**src/hdl/lbe_pkg.sv**
```systemverilog
// Lagrange basis evaluator: shared widths, codes, types and small tables.
// No dependencies.
package lbe_pkg;

    localparam int DEG_W      = 3;
    localparam int IDX_W      = 3;
    localparam int ORD_W      = 2;
    localparam int POS_W      = 16;
    localparam int VAL_W      = 32;
    localparam int DEG_LIMIT  = 6;
    localparam int X_OFFSET   = 16384;
    localparam int HALF_BITS  = 15;
    localparam int T_W        = 20;
    localparam int ACC_W      = 120;
    localparam int LIMB_W     = 30;
    localparam int LIMBS      = 4;
    localparam int PP_W       = LIMB_W + 1 + T_W;
    localparam int PD_W       = 6;
    localparam int MPP_W      = LIMB_W + PD_W;
    localparam int MAG_W      = 128;
    localparam int DEN_W      = 10;
    localparam int S_W        = 7;
    localparam int Q_W        = 32;
    localparam int Y_W        = 41;
    localparam int DIV_STEPS  = 4;
    localparam int DIV_STAGES = Q_W / DIV_STEPS;

    localparam logic [ORD_W-1:0] ORD_VALUE  = 2'd0;
    localparam logic [ORD_W-1:0] ORD_FIRST  = 2'd1;
    localparam logic [ORD_W-1:0] ORD_SECOND = 2'd2;
    localparam logic [ORD_W-1:0] ORD_BAD    = 2'd3;

    localparam logic [VAL_W-1:0] VAL_MAX = {1'b0, {(VAL_W-1){1'b1}}};
    localparam logic [VAL_W-1:0] VAL_MIN = {1'b1, {(VAL_W-1){1'b0}}};

    typedef struct packed {
        logic                   vld;
        logic                   bad;
        logic [DEG_W-1:0]       p;
        logic [IDX_W-1:0]       k;
        logic [ORD_W-1:0]       d;
        logic signed [T_W-1:0]  t;
    } t_ctrl;

    typedef logic [2:0][ACC_W-1:0] t_jet;

    typedef struct packed {
        logic             vld;
        logic             bad;
        logic             neg;
        logic             sat;
        logic [DEN_W-1:0] den;
        logic [DEN_W-1:0] rem;
        logic [Q_W-1:0]   num;
    } t_div;

    // |prod_{j!=k, j<=p} (k-j)|
    function automatic logic [DEN_W-1:0] den_mag(logic [DEG_W-1:0] p, logic [IDX_W-1:0] k);
        logic [DEN_W-1:0] acc;
        logic [IDX_W-1:0] diff;
        acc = DEN_W'(1);
        for (int j = 0; j <= DEG_LIMIT; j++) begin
            if (IDX_W'(j) != k && DEG_W'(j) <= p) begin
                diff = (IDX_W'(j) > k) ? IDX_W'(j) - k : k - IDX_W'(j);
                acc  = DEN_W'(acc * diff);
            end
        end
        return acc;
    endfunction

    function automatic logic [PD_W-1:0] deriv_scale(logic [DEG_W-1:0] p, logic [ORD_W-1:0] d);
        logic [PD_W-1:0] pw;
        pw = PD_W'(p);
        unique case (d)
            ORD_FIRST:  return pw;
            ORD_SECOND: return PD_W'(pw * pw);
            default:    return PD_W'(1);
        endcase
    endfunction

endpackage

```
**src/hdl/lbe_div_step.sv**
```systemverilog
// Lagrange basis evaluator: one restoring divider stage, DIV_STEPS (4) quotient bits each.
// Depends on lbe_pkg.
module lbe_div_step import lbe_pkg::*; (
    input  logic i_clk,
    input  logic i_rst_n,
    input  logic i_en,
    input  t_div i_div,
    output t_div o_div
);

    t_div             r_div;
    t_div             n_div;
    logic [DEN_W:0]   w_trial;

    always_comb begin
        n_div   = i_div;
        w_trial = '0;
        for (int i = 0; i < DIV_STEPS; i++) begin
            w_trial   = {n_div.rem, n_div.num[Q_W-1]};
            n_div.num = {n_div.num[Q_W-2:0], 1'b0};
            if (w_trial >= {1'b0, n_div.den}) begin
                n_div.rem    = DEN_W'(w_trial - {1'b0, n_div.den});
                n_div.num[0] = 1'b1;
            end else begin
                n_div.rem = w_trial[DEN_W-1:0];
            end
        end
    end

    always_ff @(posedge i_clk) begin
        if (!i_rst_n) begin
            r_div.vld <= 1'b0;
        end else if (i_en) begin
            r_div <= n_div;
        end
    end

    assign o_div = r_div;

endmodule

```
**config.mk**
```make
export PLATFORM = sky130hd
export DESIGN_NAME = lbe_div_step
export DESIGN_NICKNAME = d
export VERILOG_FILES = /design/src/hdl/lbe_pkg.sv /design/src/hdl/lbe_div_step.sv
export SDC_FILE = /design/constraint.sdc
export NUM_CORES = 1
export LEC_CHECK = 0
export BUFFER_PORTS_ARGS = -buffer_cell sky130_fd_sc_hd__buf_4
export CORE_UTILIZATION = 50
export CTS_CLUSTER_DIAMETER = 30
export CTS_CLUSTER_SIZE = 16
export DETAILED_ROUTE_END_ITERATION = 16
export GPL_TIMING_DRIVEN = 0
export PLACE_DENSITY = 0.77
export SLEW_MARGIN = 10
export SYNTH_ARGS = -nofsm -noshare
export SYNTH_HDL_FRONTEND = slang
export SYNTH_SLANG_ARGS = --single-unit
```
**constraint.sdc**
```tcl
create_clock -name i_clk -period 25.7 [get_ports i_clk]
set_input_delay 6.425 -clock i_clk [delete_from_list [all_inputs] [get_ports i_clk]]
set_output_delay 6.425 -clock i_clk [all_outputs]
set_load 0.05 [all_outputs]
```
==> run metrics, run 1 <==
dpl ws=9.44 ns; CP startpoint=i_div[43]; top_reg_cell synth=edfxtp_1; I/O pins=115; share of cells above drive strength 1=0.352; crit path capture type=register; Synth Warn #=0; Lkg Pwr=0.00221 uW; gr busiest metal=met2; RR Startpoint=o_div[55]; Antenna Cells=0; Mapped Cells=340; Hold Crit Class=reg -> reg; syn_nets=443; asr flop ratio synth=0; Starting DRT DRC Count=133; drc violations=0; met3 Resource Use GR=0.0404; VDD IR-drop max=0.113 mV; Least-Margin Pin Slew=0.756 ns; Clock Tree Buf Depth=2; most common cell after layout, fill and taps aside=buf_4; Reg area=1670 sq um; FILL cells=629; Worst Path Max Fanout=10; wirelength, routed=8.52 mm; Vias=3,072; synthesized area=3950 sq um; Final WS setup=9.65 ns; Crit-path slowest cell=or3_1; max cap viols=0; crit-path max cell delay=0.43 ns; Max Slew Vio Count=0; post-synthesis sequential area ratio=0.424; Skew-Pair Late Insertion Delay=0.31 ns; Yosys reg bits=56; Placer Congestion=0.929; Pre-Repair DR Iteration Count=4; worst setup path class=in -> reg; power density over cell area=118 nW/um^2; Clock transition at path regs=0.10 ns; WP data required=25.77 ns; CTS tree=built; Die Y=90.8 microns; post-route ant nets=0; Layout area overhead=28.1%; multi-input logic area=2140 sq um; Setup Viol. Count Final=0; met1 Use GR=0.279; post-CTS setup buffers=0; worst rel slew slack=0.496; largest net degree at the start of global routing=32; Die W=90.8 microns; met2 usage=0.353; Crit path arrival time=16.12 ns; Final #Nets=565; element type at the critical path start=input pin; CTS sink cnt=56; vias in the first global route=2,898; # rows=32; post_cts resized=0; period utilization=0.624; Die ar.=8250 sq um; RSZ-0062 raised after global routing=no; initial antenna violation count=0; starting density of the core=0.513; WL/cell=15.1 microns; Hold Crit Start=o_div[55]; GR Overflow Total=0; Max Freq=62.3 MHz; Hold Violations, Final=0; core area=7690 sq um; Post-synth EDFFs=55; vias per cell=5.44; Setup TNS=0 ns; most frequent cells in the layout=buf_4, edfxtp_1, ha_1; status=completed; Worst Clk Skew=0 ns; first-pass GRT wire length=13.9 mm; Syn Area/Cell=11.6 sq um; root buf cell=clkbuf_8; Total GRT Usage=0.213; HPWL Detailed=6.87 mm; Post-CTS Hold Buffers=0; CTS buffer count=5; Final min period=16.05 ns; Synth cell types=53; max FFs per register=56; port buffer count=114; H-tree depth=2
power breakdown:
part	total (uW)	internal, uW	switching (uW)
logic	413	193	219
registers	134	130	3.94
clock network	49.4	20.0	29.4
total	596	344	253
synthesized netlist by cell type (all sizes together), types with 2 or more instances:
master	instances	share of area
a2111oi	3	0.018
a21boi	3	0.0057
a21o	13	0.025
a21oi	21	0.028
a221oi	3	0.0067
buf	3	0.0076
edfxtp	55	0.42
fa	4	0.020
ha	40	0.13
inv	27	0.026
mux2	26	0.075
mux2i	5	0.013
nand2	11	0.010
nand2b	7	0.011
nand3	3	0.0038
nand4	9	0.014
nor2	12	0.011
nor2b	9	0.014
nor3	8	0.010
o2111ai	2	0.0044
o211ai	3	0.0070
o21a	6	0.011
o21ai	18	0.024
xnor2	20	0.044
xor2	8	0.018
per-stage QoR:
stage          cells  hold WS, ns  utilization  power, uW  instance area [sq um]
6_report         565        0.556        0.658        596                   5050
5_1_grt          565        0.627        0.658        640                   5050
4_1_cts          565        0.563        0.658        598                   5050
3_5_place_dp     557        0.534        0.645        546                   4960
3_3_place_gp     556        0.502        0.641        537                   4930
2_1_floorplan    340        0.743            -        466                   3950
metal layers:
layer	part of all wire	wire, microns
met3	0.051	431
met4	0.019	165
met2	0.49	4200
met5	0	0
met1	0.44	3720
worst paths after layout:
check / endpoint / slack [ns] / cells after the start
worst max-delay path: o_div[37] / 9.65 / 43
worst min-delay path: o_div[55] / 0.56 / 2
worst max register to register: o_div[55] / 25.08 / 2
worst min register to register: o_div[55] / 0.56 / 2
kinds of logic after synthesis:
family,share of synthesized area
DFF,0.424
adders and majority gates,0.147
buffers and inverters,0.0342
AOI/OAI and AO/OA,0.155
muxes,0.0878
xor gates and xnor gates,0.0621
and+or+nand+nor,0.0897
final cells by class:
cell class              count  area share
plain buffers               4     0.00668
flip-flops and latches     56       0.331
clock buffers               5      0.0136
multi-input cells         253       0.424
well taps                 102      0.0252
inverters                  27      0.0200
repair buffers            115       0.175
clock inverters             3     0.00545
worst max-delay path: cells and delay by family:
kind | cells | cell delay [ns]
AOI/OAI and AO/OA | 18 | 4.32
buffers and inverters | 9 | 1.49
muxes | 4 | 1.36
adders and majority gates | 4 | 1.10
and+or+nand+nor | 8 | 1.41
Note: power is estimated with default switching activity, not from simulation.
==> run 2, diff against run 1 <==
--- a/config.mk
+++ b/config.mk
@@ -6,12 +6,12 @@
 export NUM_CORES = 1
 export LEC_CHECK = 0
 export BUFFER_PORTS_ARGS = -buffer_cell sky130_fd_sc_hd__buf_4
-export CORE_UTILIZATION = 50
+export CORE_UTILIZATION = 48
 export CTS_CLUSTER_DIAMETER = 30
 export CTS_CLUSTER_SIZE = 16
 export DETAILED_ROUTE_END_ITERATION = 16
 export GPL_TIMING_DRIVEN = 0
-export PLACE_DENSITY = 0.77
+export PLACE_DENSITY = 0.78
 export SLEW_MARGIN = 10
 export SYNTH_ARGS = -nofsm -noshare
 export SYNTH_HDL_FRONTEND = slang
==> constraint.sdc (replaced) <==
create_clock -name i_clk -period 14.35 [get_ports i_clk]
set_input_delay 3.5875 -clock i_clk [delete_from_list [all_inputs] [get_ports i_clk]]
set_output_delay 3.5875 -clock i_clk [all_outputs]
set_load 0.05 [all_outputs]
==> run 2 against run 1 <==
- critical path depth stayed put
- final area is 0.15% higher
- largest cell class unchanged
- first-iteration DRC count is 22% lower
- sequential power is 80% higher
- cell count stayed put
- register-to-register slack worse by 11 ns
- hold slack worse by 0.019 ns
- global-route usage is 0.35 points lower
- utilization is 1.2 points lower
- clock-buffer cell count is 1 higher
==> run metrics, run 2 (synthesis gave the netlist of run 1 again) <==
status=completed; Die Y=92.7 microns (+2.0%); core area=7850 sq um (+2.1%); multi-input logic area=2140 sq um (unchanged); Reg area=1670 sq um (unchanged); RR Startpoint=o_div[55]; Layout area overhead=28.3%; starting density of the core=0.503 (-0.0105); Area after DPL=4950 sq um (-0.15%); share of cells above drive strength 1=0.350 (-0.00216); Antenna Cells=0 (unchanged); WP data required=14.42 ns (-11.35 ns); hold depth=2 (unchanged); Setup Viol. Count Final=0 (unchanged); Hold Violations, Final=0 (unchanged); largest net degree at the start of global routing=38 (+19%); Max Slew Vio Count=0 (unchanged); Max Freq=76.1 MHz; Placer Congestion=0.900 (-3.2%); Final Cell Area=5060 sq um (+0.15%); # rows=32 (unchanged); Reg2Reg Setup Slack=13.75 ns (-11.33 ns); post_cts resized=0 (unchanged); CTS sink cnt=56 (unchanged); Clock transition at path regs=0.10 ns (about the same); most common cell after layout, fill and taps aside=buf_4; RSZ-0062 raised after global routing=no; worst-case reg-to-reg path depth=2 (unchanged); drc violations=0 (unchanged); max FFs per register=56 (unchanged); vias per cell=5.49 (+0.91%); Skew-Pair Late Insertion Delay=0.31 ns (about the same); Setup TNS=0 ns (unchanged); Total GRT Usage=0.209 (-0.00350); power density over cell area=216 nW/um^2 (+83%); worst rel slew slack=0.542 (+0.0464); worst setup path class=in -> reg; crit-path max cell delay=0.41 ns (-0.02 ns); Lkg Pwr=0.00222 uW (+0.28%); WL/cell=15.8 microns (+4.9%); Clock Tree Buf Depth=2 (unchanged); Crit-path slowest cell=o21ai_2; Worst R2R End=o_div[55]; Starting DRT DRC Count=104 (-22%); Final min period=13.15 ns; first-pass GRT wire length=14.1 mm (+1.7%); wirelength, routed=8.94 mm (+4.9%); post-CTS setup buffers=0 (unchanged); period utilization=0.916; CTS tree=built; H-tree depth=2 (unchanged); post-route ant nets=0 (unchanged); Least-Margin Pin Slew=0.677 ns (-0.0789 ns); I/O pins=115 (unchanged); VDD IR-drop max=0.151 mV (+33%); HPWL Detailed=7.07 mm (+3.0%); element type at the critical path start=input pin; initial antenna violation count=0 (unchanged); Die W=92.7 microns (+2.0%); Hold Crit Class=reg -> reg; crit path capture type=register; most frequent cells in the layout=buf_4, edfxtp_1, ha_1; Worst Clk Skew=0 ns (unchanged); Final #Nets=565 (unchanged); Die ar.=8590 sq um (+4.1%); hold path endpoint=o_div[55]; vias in the first global route=2,977 (+2.7%); Worst Path Max Fanout=10 (unchanged); port buffer count=114 (unchanged); Vias=3,100 (+0.91%); Pre-Repair DR Iteration Count=4 (unchanged); root buf cell=clkbuf_8; Hold Crit Start=o_div[55]; GR Overflow Total=0 (unchanged); FILL cells=626 (-0.48%); max cap viols=0 (unchanged); Post-CTS Hold Buffers=0 (unchanged); CTS buffer count=5 (unchanged); Crit path arrival time=13.22 ns (-2.90 ns)
[run 2: cell count changes in the layout (fill, tap and decap cells not counted), sizes merged]
cell,delta
clkinv,-1
clkbuf,+1
bufinv,+1
clkinvlp,-1
[run 2: routing by layer]
layer / GRT usage / vias to the layer above / wire length, microns
li1: - / 1530 / -
met1: 0.267 / 1433 / 3850
met2: 0.369 / 124 / 4380
met3: 0.0312 / 13 / 559
met4: 0.0577 / 0 / 145
met5: 0 / - / 0
[run 2: per-stage QoR]
step	hold WS [ns]	power, uW	setup WS (ns)	cells	util
6_report	0.537	1090	1.20	565	0.645
3_3_place_gp	0.499	961	1.17	556	0.628
4_1_cts	0.538	1090	1.30	565	0.645
2_1_floorplan	0.743	835	2.49	340	-
5_1_grt	0.557	1170	0.401	565	0.645
3_5_place_dp	0.525	980	1.03	557	0.631
[run 2: final cells by class]
type,count,area share
Clock buffer,6,0.0143
Tap cell,102,0.0252
Sequential cell,56,0.330
Inverter,27,0.0200
Buffer,4,0.00667
Timing Repair Buffer,115,0.173
Clock inverter,2,0.00766
Multi-Input combinational cell,253,0.423
[run 2: critical path: cells and delay by family]
kind                       cells  cell delay (ns)
AOI/OAI and AO/OA             18             4.28
buffers and inverters          9             1.46
and+or+nand+nor                8             1.39
muxes                          4             1.37
adders and majority gates      4             1.10
[run 2: worst max-delay path by stage]
| stage | startpoint | to | slack (ns) | cells after the start |
|---|---|---|---|---|
| floorplan | i_div[43] | o_div[34] | 2.49 | 38 |
| global placement | i_div[43] | o_div[40] | 1.17 | 43 |
| detailed placement | i_div[43] | o_div[40] | 1.03 | 43 |
| CTS | i_div[43] | o_div[40] | 1.30 | 43 |
| global route | i_div[43] | o_div[40] | 0.40 | 43 |
| finish | i_div[43] | o_div[36] | 1.20 | 43 |
[run 2: where the power goes]
part	switching, uW	total (uW)	internal [uW]
registers	7.69	241	233
logic	399	745	346
clock network	51.9	105	52.8
total	458	1090	633
